## src/rtl/smpc_pkg.sv

```systemverilog
// Shared types and constants for the serial menu PWM commander.
// No dependencies; included first by every other file.
`default_nettype none

package smpc_pkg;

  localparam int unsigned ByteW    = 8;
  localparam int unsigned LedW     = 8;
  localparam int unsigned MotW     = 10;
  localparam int unsigned MotDutyW = MotW + 1;
  localparam int unsigned TgtW     = 3;
  localparam int unsigned LedNum   = 3;
  localparam int unsigned CfgIdxW  = 2;
  localparam int unsigned CfgW     = 10;

  localparam logic [ByteW-1:0] AsciiZero  = 8'h30;
  localparam logic [ByteW-1:0] AsciiFive  = 8'h35;
  localparam logic [ByteW-1:0] AsciiMinus = 8'h2D;
  localparam logic [ByteW-1:0] AsciiPlus  = 8'h2B;
  localparam logic [ByteW-1:0] AsciiStop  = 8'h73;

  localparam logic [LedW-1:0] LedStepRst    = 8'd10;
  localparam logic [MotW-1:0] MotStepRst    = 10'd5;
  localparam logic [MotW-1:0] MotLimitRst   = 10'd255;

  typedef enum logic [TgtW-1:0] {
    TGT_RED   = 3'd0,
    TGT_GREEN = 3'd1,
    TGT_BLUE  = 3'd2,
    TGT_RMOT  = 3'd3,
    TGT_LMOT  = 3'd4,
    TGT_ADC   = 3'd5
  } tgt_e;

  typedef enum logic [CfgIdxW-1:0] {
    CFG_LED_STEP  = 2'd0,
    CFG_MOT_STEP  = 2'd1,
    CFG_MOT_LIMIT = 2'd2
  } cfg_idx_e;

  typedef struct packed {
    logic [ByteW-1:0] rx_byte;
  } in_t;

  typedef struct packed {
    logic [LedW-1:0] red_compare;
    logic [LedW-1:0] green_compare;
    logic [LedW-1:0] blue_compare;
    logic [2:0]      led_output_on;
    logic [MotW-1:0] right_forward_cmp;
    logic [MotW-1:0] right_reverse_cmp;
    logic [MotW-1:0] left_forward_cmp;
    logic [MotW-1:0] left_reverse_cmp;
    logic            adc_streaming;
    logic            in_menu;
    logic [TgtW-1:0] selected_target;
  } out_t;

  typedef struct packed {
    logic inc;
    logic dec;
    logic clr;
  } mot_cmd_t;

endpackage

`default_nettype wire

```

## src/rtl/smpc_if.sv

```systemverilog
// Valid/ready request channels for received bytes and for result snapshots.
// Depends on smpc_pkg for the payload types.
`default_nettype none

interface smpc_in_if import smpc_pkg::*; ();
  logic valid;
  logic ready;
  in_t  data;

  modport source (output valid, output data, input ready);
  modport sink   (input valid, input data, output ready);
endinterface

interface smpc_out_if import smpc_pkg::*; ();
  logic valid;
  logic ready;
  out_t data;

  modport source (output valid, output data, input ready);
  modport sink   (input valid, input data, output ready);
endinterface

`default_nettype wire

```

## src/rtl/smpc_motor.sv

```systemverilog
// One motor channel: signed duty with clamped steps and forward/reverse compares.
// Depends on smpc_pkg for widths and the command struct.
`default_nettype none

module smpc_motor import smpc_pkg::*; (
  input  logic            clk_i,
  input  logic            rst_ni,
  input  mot_cmd_t        cmd_i,
  input  logic [MotW-1:0] step_i,
  input  logic [MotW-1:0] limit_i,
  output logic [MotW-1:0] fwd_o,
  output logic [MotW-1:0] rev_o
);

  logic signed [MotDutyW-1:0] duty_q, duty_d;
  logic        [MotW-1:0]     fwd_q, fwd_d;
  logic        [MotW-1:0]     rev_q, rev_d;

  logic signed [MotDutyW:0] duty_x, step_x, lim_x, nlim_x, up_x, dn_x, res_x;
  logic signed [MotDutyW-1:0] res_n;

  always_comb begin
    duty_x = {duty_q[MotDutyW-1], duty_q};
    step_x = $signed({2'b00, step_i});
    lim_x  = $signed({2'b00, limit_i});
    nlim_x = -lim_x;
    up_x   = duty_x + step_x;
    dn_x   = duty_x - step_x;
    if (cmd_i.inc) begin
      res_x = (up_x > lim_x) ? lim_x : up_x;
    end else begin
      res_x = (dn_x < nlim_x) ? nlim_x : dn_x;
    end
    res_n = res_x[MotDutyW-1:0];

    duty_d = duty_q;
    fwd_d  = fwd_q;
    rev_d  = rev_q;
    if (cmd_i.clr) begin
      duty_d = '0;
      fwd_d  = '0;
      rev_d  = '0;
    end else if (cmd_i.inc || cmd_i.dec) begin
      duty_d = res_n;
      if (res_n[MotDutyW-1]) begin
        rev_d = MotW'(-res_n);
      end else begin
        fwd_d = res_n[MotW-1:0];
      end
    end
  end

  always_ff @(posedge clk_i or negedge rst_ni) begin
    if (!rst_ni) begin
      duty_q <= '0;
      fwd_q  <= '0;
      rev_q  <= '0;
    end else begin
      duty_q <= duty_d;
      fwd_q  <= fwd_d;
      rev_q  <= rev_d;
    end
  end

  assign fwd_o = fwd_q;
  assign rev_o = rev_q;

endmodule

`default_nettype wire

```

## src/rtl/serial_menu_pwm_commander_unit.sv

```systemverilog
// A request accepted at an edge shows its result from that edge on.
// Throughput: one byte per cycle unless stalled; the state registers are the result.
// A new request is taken while the result is unclaimed only if it is taken in that cycle.
// Reset (rst_ni low, asynchronous): menu mode, target red, all duties, compares,
// enables and the streaming flag cleared; steps 10 and 5, motor limit 255.
// Depends on smpc_pkg, smpc_if and smpc_motor.
`default_nettype none

module serial_menu_pwm_commander_unit import smpc_pkg::*; (
  input  logic               clk_i,
  input  logic               rst_ni,
  input  logic               cfg_we_i,
  input  logic [CfgIdxW-1:0] cfg_idx_i,
  input  logic [CfgW-1:0]    cfg_wdata_i,
  smpc_in_if.sink            in_ch,
  smpc_out_if.source         out_ch
);

  logic [LedW-1:0] led_step_q;
  logic [MotW-1:0] mot_step_q, mot_limit_q;

  logic            out_valid_q, out_valid_d;
  logic            menu_q, menu_d;
  tgt_e            target_q, target_d;
  logic            stream_q, stream_d;
  logic [LedW-1:0] led_duty_q [LedNum];
  logic [LedW-1:0] led_duty_d [LedNum];
  logic [LedW-1:0] led_cmp_q  [LedNum];
  logic [LedW-1:0] led_cmp_d  [LedNum];
  logic [LedNum-1:0] led_en_q, led_en_d, led_hit;

  logic            accept;
  logic [ByteW-1:0] rx;
  logic            is_minus, is_plus, is_stop;
  logic [LedW:0]   led_up;
  logic [LedW-1:0] led_up_sat, led_dn;
  mot_cmd_t        rmot_cmd, lmot_cmd;
  logic [MotW-1:0] rmot_fwd, rmot_rev, lmot_fwd, lmot_rev;

  assign in_ch.ready = !out_valid_q || out_ch.ready;
  assign accept      = in_ch.valid && in_ch.ready;
  assign rx          = in_ch.data.rx_byte;
  assign is_minus    = (rx == AsciiMinus);
  assign is_plus     = (rx == AsciiPlus);
  assign is_stop     = (rx == AsciiStop);

  always_ff @(posedge clk_i or negedge rst_ni) begin
    if (!rst_ni) begin
      led_step_q  <= LedStepRst;
      mot_step_q  <= MotStepRst;
      mot_limit_q <= MotLimitRst;
    end else if (cfg_we_i) begin
      case (cfg_idx_i)
        CFG_LED_STEP:  led_step_q  <= cfg_wdata_i[LedW-1:0];
        CFG_MOT_STEP:  mot_step_q  <= cfg_wdata_i[MotW-1:0];
        CFG_MOT_LIMIT: mot_limit_q <= cfg_wdata_i[MotW-1:0];
        default: ;
      endcase
    end
  end

  always_comb begin
    out_valid_d = accept ? 1'b1 : (out_ch.ready ? 1'b0 : out_valid_q);
    menu_d      = menu_q;
    target_d    = target_q;
    stream_d    = stream_q;
    if (accept) begin
      if (menu_q) begin
        if (rx >= AsciiZero && rx <= AsciiFive) begin
          target_d = tgt_e'(rx[TgtW-1:0]);
          menu_d   = 1'b0;
          if (rx == AsciiFive) begin
            stream_d = 1'b1;
          end
        end
      end else begin
        case (target_q)
          TGT_RED, TGT_GREEN, TGT_BLUE: begin
            if (!(is_minus || is_plus)) begin
              menu_d = 1'b1;
            end
          end
          TGT_RMOT, TGT_LMOT: begin
            if (!(is_minus || is_plus || is_stop)) begin
              menu_d = 1'b1;
            end
          end
          TGT_ADC: begin
            if (is_stop) begin
              stream_d = 1'b0;
              menu_d   = 1'b1;
            end
          end
          default: ;
        endcase
      end
    end
  end

  always_comb begin
    led_hit[0] = accept && !menu_q && (target_q == TGT_RED);
    led_hit[1] = accept && !menu_q && (target_q == TGT_GREEN);
    led_hit[2] = accept && !menu_q && (target_q == TGT_BLUE);
  end

  // one LED channel is selected at a time, so the adder is shared
  always_comb begin
    logic [LedW-1:0] duty_sel;
    duty_sel = led_duty_q[0];
    if (target_q == TGT_GREEN) begin
      duty_sel = led_duty_q[1];
    end else if (target_q == TGT_BLUE) begin
      duty_sel = led_duty_q[2];
    end
    led_up     = {1'b0, duty_sel} + {1'b0, led_step_q};
    led_up_sat = led_up[LedW] ? {LedW{1'b1}} : led_up[LedW-1:0];
    led_dn     = (duty_sel > led_step_q) ? (duty_sel - led_step_q) : '0;
  end

  always_comb begin
    led_en_d = led_en_q;
    for (int i = 0; i < LedNum; i++) begin
      led_duty_d[i] = led_duty_q[i];
      led_cmp_d[i]  = led_cmp_q[i];
      if (led_hit[i] && is_minus) begin
        led_duty_d[i] = led_up_sat;
        led_cmp_d[i]  = led_up_sat;
        led_en_d[i]   = 1'b1;
      end else if (led_hit[i] && is_plus) begin
        led_duty_d[i] = led_dn;
        if (led_dn == '0) begin
          led_en_d[i] = 1'b0;
        end else begin
          led_cmp_d[i] = led_dn;
        end
      end
    end
  end

  always_ff @(posedge clk_i or negedge rst_ni) begin
    if (!rst_ni) begin
      out_valid_q <= 1'b0;
      menu_q      <= 1'b1;
      target_q    <= TGT_RED;
      stream_q    <= 1'b0;
      led_en_q    <= '0;
      for (int i = 0; i < LedNum; i++) begin
        led_duty_q[i] <= '0;
        led_cmp_q[i]  <= '0;
      end
    end else begin
      out_valid_q <= out_valid_d;
      menu_q      <= menu_d;
      target_q    <= target_d;
      stream_q    <= stream_d;
      led_en_q    <= led_en_d;
      for (int i = 0; i < LedNum; i++) begin
        led_duty_q[i] <= led_duty_d[i];
        led_cmp_q[i]  <= led_cmp_d[i];
      end
    end
  end

  always_comb begin
    rmot_cmd.inc = accept && !menu_q && (target_q == TGT_RMOT) && is_plus;
    rmot_cmd.dec = accept && !menu_q && (target_q == TGT_RMOT) && is_minus;
    rmot_cmd.clr = accept && !menu_q && (target_q == TGT_RMOT) && is_stop;
    lmot_cmd.inc = accept && !menu_q && (target_q == TGT_LMOT) && is_plus;
    lmot_cmd.dec = accept && !menu_q && (target_q == TGT_LMOT) && is_minus;
    lmot_cmd.clr = accept && !menu_q && (target_q == TGT_LMOT) && is_stop;
  end

  smpc_motor u_rmot (
    .clk_i   (clk_i),
    .rst_ni  (rst_ni),
    .cmd_i   (rmot_cmd),
    .step_i  (mot_step_q),
    .limit_i (mot_limit_q),
    .fwd_o   (rmot_fwd),
    .rev_o   (rmot_rev)
  );

  smpc_motor u_lmot (
    .clk_i   (clk_i),
    .rst_ni  (rst_ni),
    .cmd_i   (lmot_cmd),
    .step_i  (mot_step_q),
    .limit_i (mot_limit_q),
    .fwd_o   (lmot_fwd),
    .rev_o   (lmot_rev)
  );

  assign out_ch.valid = out_valid_q;

  always_comb begin
    out_ch.data.red_compare       = led_cmp_q[0];
    out_ch.data.green_compare     = led_cmp_q[1];
    out_ch.data.blue_compare      = led_cmp_q[2];
    out_ch.data.led_output_on     = led_en_q;
    out_ch.data.right_forward_cmp = rmot_fwd;
    out_ch.data.right_reverse_cmp = rmot_rev;
    out_ch.data.left_forward_cmp  = lmot_fwd;
    out_ch.data.left_reverse_cmp  = lmot_rev;
    out_ch.data.adc_streaming     = stream_q;
    out_ch.data.in_menu           = menu_q;
    out_ch.data.selected_target   = target_q;
  end

  a_stream_tracks_adc: assert property (@(posedge clk_i) disable iff (!rst_ni)
    stream_q == (!menu_q && (target_q == TGT_ADC)))
    else $error("streaming flag out of step with menu state");

  a_accept_gives_result: assert property (@(posedge clk_i) disable iff (!rst_ni)
    accept |=> out_valid_q)
    else $error("accepted request produced no result");

  a_state_holds_without_request: assert property (@(posedge clk_i) disable iff (!rst_ni)
    !accept |=> $stable(menu_q) && $stable(target_q) && $stable(led_en_q)
                && $stable(rmot_fwd) && $stable(lmot_rev))
    else $error("state changed without an accepted request");

endmodule

`default_nettype wire

```

## src/flat_wrapper.sv

```systemverilog
// flat-port wrapper written by rule: the top's interface ports become plain ports
module serial_menu_pwm_commander_unit_flat import smpc_pkg::*;
  (clk_i, rst_ni, cfg_we_i, cfg_idx_i, cfg_wdata_i, in_ch_valid, in_ch_data, in_ch_ready, out_ch_valid, out_ch_data, out_ch_ready);
  smpc_in_if in_ch_i ();
  smpc_out_if out_ch_i ();
  input  logic clk_i;
  input  logic rst_ni;
  input  logic cfg_we_i;
  input  logic [CfgIdxW-1:0] cfg_idx_i;
  input  logic [CfgW-1:0] cfg_wdata_i;
  input wire logic [$bits(in_ch_i.valid)-1:0] in_ch_valid;
  input wire logic [$bits(in_ch_i.data)-1:0] in_ch_data;
  output wire logic [$bits(in_ch_i.ready)-1:0] in_ch_ready;
  output wire logic [$bits(out_ch_i.valid)-1:0] out_ch_valid;
  output wire logic [$bits(out_ch_i.data)-1:0] out_ch_data;
  input wire logic [$bits(out_ch_i.ready)-1:0] out_ch_ready;
  assign in_ch_i.valid = in_ch_valid;
  assign in_ch_i.data = in_ch_data;
  assign in_ch_ready = in_ch_i.ready;
  assign out_ch_valid = out_ch_i.valid;
  assign out_ch_data = out_ch_i.data;
  assign out_ch_i.ready = out_ch_ready;
  serial_menu_pwm_commander_unit u_core (.clk_i(clk_i), .rst_ni(rst_ni), .cfg_we_i(cfg_we_i), .cfg_idx_i(cfg_idx_i), .cfg_wdata_i(cfg_wdata_i), .in_ch(in_ch_i), .out_ch(out_ch_i));
endmodule
```

## config.mk

```make
export PLATFORM = sky130hd
export DESIGN_NAME = serial_menu_pwm_commander_unit_flat
export DESIGN_NICKNAME = d
export VERILOG_FILES = /design/src/rtl/smpc_pkg.sv /design/src/rtl/smpc_if.sv /design/src/rtl/smpc_motor.sv /design/src/rtl/serial_menu_pwm_commander_unit.sv /design/src/flat_wrapper.sv
export SDC_FILE = /design/constraint.sdc
export NUM_CORES = 1
export LEC_CHECK = 0
export BUFFER_PORTS_ARGS = -buffer_cell sky130_fd_sc_hd__buf_4
export CORE_ASPECT_RATIO = 1.1
export CORE_MARGIN = 1.5
export CORE_UTILIZATION = 45
export CTS_CLUSTER_SIZE = 24
export DETAILED_ROUTE_END_ITERATION = 10
export GPL_ROUTABILITY_DRIVEN = 0
export PLACE_DENSITY = 0.63
export SYNTH_ARGS = -nofsm -noshare
export SYNTH_HDL_FRONTEND = slang
export SYNTH_SLANG_ARGS = --single-unit
```

## constraint.sdc

```tcl
create_clock -name clk_i -period 13.1 [get_ports clk_i]
set_input_delay 0 -clock clk_i [delete_from_list [all_inputs] [get_ports clk_i]]
set_output_delay 0 -clock clk_i [all_outputs]
set_load 0.1 [all_outputs]
```

==> impl_metrics.env <==
export IMPL_status="completed"
export IMPL_io_pins=99
export IMPL_clk_path_buf_depth=2
export IMPL_finalHoldViolCount=0
export IMPL_ir_worst_vdd_mv=0.102
export IMPL_cp_start_kind="register"
export IMPL_area_growth_pct=15.0
export IMPL_clock_fmax_mhz=165
export IMPL_core_mm2=0.0254
export IMPL_cts_buffers=17
export IMPL_clk_latency_ps=440
export IMPL_netlist_area_mm2=0.0117
export IMPL_yosysTopAreaCell="dfrtp_1"
export IMPL_fin_setup_tns_ps=0
export IMPL_drt_pass1_iter_count=6
export IMPL_synth_cells=1365
export IMPL_synthTopCellsByArea="dfrtp_1 (29%), ha_1 (11%), nand2_1 (4.6%)"
export IMPL_synth_yosys_warnings=0
export IMPL_leakage_nw=6.45
export IMPL_final_cell_mix="nand2_1 (144), dfrtp_1 (134), nor2_1 (127)"
export IMPL_htreeDepth=4
export IMPL_die_h_um=172
export IMPL_detailedPlace_worstSlack_ps=7180
export IMPL_required_ps=13370
export IMPL_p_per_area_mw_per_mm2=145
export IMPL_grtUsageTotal_pct=28.4
export IMPL_synth_top_cell_area_share_pct=28.7
export IMPL_drc=0
export IMPL_syn_nets=1498
export IMPL_die_width_um=157
export IMPL_max_slew_margin_pct=24.0
export IMPL_grt_pass1_wl_um=58100
export IMPL_drv_slew=0
export IMPL_grt_pass1_vias=10438
export IMPL_vias=10730
export IMPL_cts_tree="done"
export IMPL_cp_end_kind="register"
export IMPL_tightest_slew_ps=1140
export IMPL_ant_nets=0
export IMPL_drt_iter0_markers=853
export IMPL_postCtsSetupRepairBufs=0
export IMPL_gr_total_overflow=0
export IMPL_initial_core_util_pct=45.9
export IMPL_slowest_stage="o21bai_1"
export IMPL_routedWlPerCell_um=20.8
export IMPL_ys_seq_elements=147
export IMPL_diodes=0
export IMPL_critPathKind="reg2reg"
export IMPL_final_common_cell="nand2_1"
export IMPL_viasPerCell=5.92
export IMPL_rsz0062_at_grt="no"
export IMPL_worstPathCellList="inv_1 -> ha_1 -> o21ai_0 -> a2111oi_0 -> or2_2 -> o21ai_0 -> a21oi_1 -> o21bai_1 -> ha_1 -> or3b_1 -> a211o_1 -> o21ai_2 -> and2_1 -> mux2i_1 -> o21bai_1 -> o21bai_1 -> o21ai_0"
export IMPL_crit_arrival_ps=6320
export IMPL_postSynthAreaPerCell_um2=8.55
export IMPL_die_area_mm2=0.0269
export IMPL_cap_violations=0
export IMPL_finalSetupViolCount=0
export IMPL_io_buffers=98
export IMPL_nFillCells=2397
export IMPL_path_clk_slew_ps=70
export IMPL_antenna_found_initial=0
export IMPL_final_util_pct=52.8
export IMPL_num_rows=61
export IMPL_drt_wl_total_um=37600
export IMPL_fin_skew_ps=17.6
export IMPL_place_hpwl_um=29100
export IMPL_cp_max_fo=18
export IMPL_synth_cell_types=103
export IMPL_finalWorstSetupSlack_ps=7050
export IMPL_whs_ps=18.1
export IMPL_yosysSeqAreaShare_pct=31.7
export IMPL_synth_edff_count=0
export IMPL_layout_min_cycle_time_ps=6050
export IMPL_slowest_delay_ps=950
export IMPL_num_nets_final=1585
export IMPL_synthFlopType="dfrtp_1"
export IMPL_drive_above_1_share_pct=15.3
export IMPL_post_route_period_util_pct=46.2
export IMPL_clock_root_buffer="clkbuf_16"
export IMPL_grt_start_max_net_pins=81
export IMPL_async_flop_share_pct=100
export IMPL_hp_class="in2reg"
export IMPL_clkSinkCount=147
export IMPL_total_power_mw=1.95
-- where the power goes --
group / total (mW) / internal, mW / switching [mW] / leakage [nW]
clock network: 0.511 / 0.287 / 0.223 / 0.290
logic: 0.916 / 0.325 / 0.592 / 4.19
registers: 0.523 / 0.480 / 0.0432 / 1.97
total: 1.95 / 1.09 / 0.858 / 6.45
-- kinds of logic (layout without fill, tap and decap cells) --
| kind of cell | count (synthesis) | in the layout | share of synthesized area [%] |
|---|---|---|---|
| multiplexers | 31 | 31 | 2.93 |
| XOR/XNOR | 46 | 46 | 3.45 |
| flip-flops | 147 | 147 | 31.7 |
| AO/OA/AOI/OAI | 414 | 414 | 24.5 |
| adder cells (fa/ha/maj) | 108 | 108 | 12.0 |
| buffers and inverters | 133 | 233 | 4.85 |
| AND/OR/NAND/NOR | 486 | 486 | 20.6 |
-- synth_stat cells, types with 9 or more instances --
| library cell | number |
|---|---|
| xnor2_1 | 32 |
| dfstp_2 | 13 |
| o21ai_0 | 107 |
| nor4_1 | 11 |
| nor3_1 | 31 |
| a211oi_1 | 12 |
| nor2_1 | 127 |
| clkbuf_1 | 35 |
| nand4_1 | 16 |
| nor2b_1 | 23 |
| or3_1 | 12 |
| o21a_1 | 17 |
| xor2_1 | 14 |
| a21oi_1 | 83 |
| o22ai_1 | 9 |
| o31ai_1 | 18 |
| ha_1 | 102 |
| o21bai_1 | 13 |
| mux2_2 | 25 |
| a21o_1 | 38 |
| and3_1 | 10 |
| nand3_1 | 26 |
| nand2b_1 | 27 |
| nand2_1 | 144 |
| dfrtp_1 | 134 |
| buf_2 | 12 |
| inv_1 | 72 |
| and2_1 | 11 |
-- critical path: cells and delay by family, from the launching register on --
family                     cells  cell delay [ps]
DFF                            1              550
AOI/OAI and AO/OA             10             3290
buffers and inverters          1               60
and+or+nand+nor                3             1020
adders and majority gates      2              720
muxes                          1              250
-- stage by stage --
stage          instance area [um2]  instances
4_1_cts                      13400       1811
3_3_place_gp                 12600       1761
3_5_place_dp                 12600       1761
5_1_grt                      13400       1811
2_1_floorplan                11700       1365
6_report                     13400       1811
-- flip-flops by register name, summed over array words and instances, names as in the netlist, 3 cells and up --
| signal | cells |
|---|---|
| u_core.u_rmot.rev_o | 10 |
| u_core.u_lmot.fwd_o | 10 |
| u_core.out_ch.data | 24 |
| u_core.u_lmot.rev_o | 10 |
| u_core.u_rmot.duty_q | 11 |
| u_core.led_duty_q | 24 |
| u_core.u_rmot.fwd_o | 10 |
| u_core.led_step_q | 8 |
| u_core.mot_step_q | 10 |
| u_core.led_en_q | 3 |
| u_core.mot_limit_q | 10 |
| u_core.target_q | 3 |
| u_core.u_lmot.duty_q | 11 |
-- what timing repair did --
item	in CTS	in global routing
resized for setup	0	0
hold buffers	18	0
endpoints found under the hold margin	101	0
setup endpoints to repair	0	0
-- routing by layer --
layer | share of wire [%] | vias to the layer above | global-route usage, %
met5 | 0 | - | 0
met4 | 5.7 | 0 | 16.5
met3 | 4.6 | 114 | 3.56
met2 | 48 | 376 | 48.2
met1 | 42 | 5137 | 34.7
li1 | - | 5103 | -
-- path summary, 6_finish.rpt --
path	to	cells past startpoint	startpoint	slack, ps
max in group asynchronous	u_core.led_duty_q[18]$_DFFE_PN0P_	3	rst_ni	11590
max reg2reg	u_core.u_lmot.fwd_o[6]$_DFFE_PN0P_	17	u_core.mot_step_q[2]$_DFFE_PN1P_	7050
min in group asynchronous	u_core.led_duty_q[4]$_DFFE_PN0P_	2	rst_ni	170
min	u_core.led_step_q[1]$_DFFE_PN1P_	5	cfg_idx_i[1]	20
max	u_core.u_lmot.fwd_o[6]$_DFFE_PN0P_	17	u_core.mot_step_q[2]$_DFFE_PN1P_	7050
min reg2reg	u_core.out_ch.data[61]$_DFFE_PN0P_	1	u_core.out_ch.data[61]$_DFFE_PN0P_	480
-- cell type report --
cell class	count	area, um2	share of cell area [%]
clock inverter	14	169	1.26
inverter	74	280	2.09
clock buffer	18	429	3.20
timing repair buffer	127	1000	7.47
multi-input combinational	1085	7410	55.2
sequential	147	3690	27.5
tap	346	433	3.23
No activity file was read; power rests on OpenSTA's default activity.
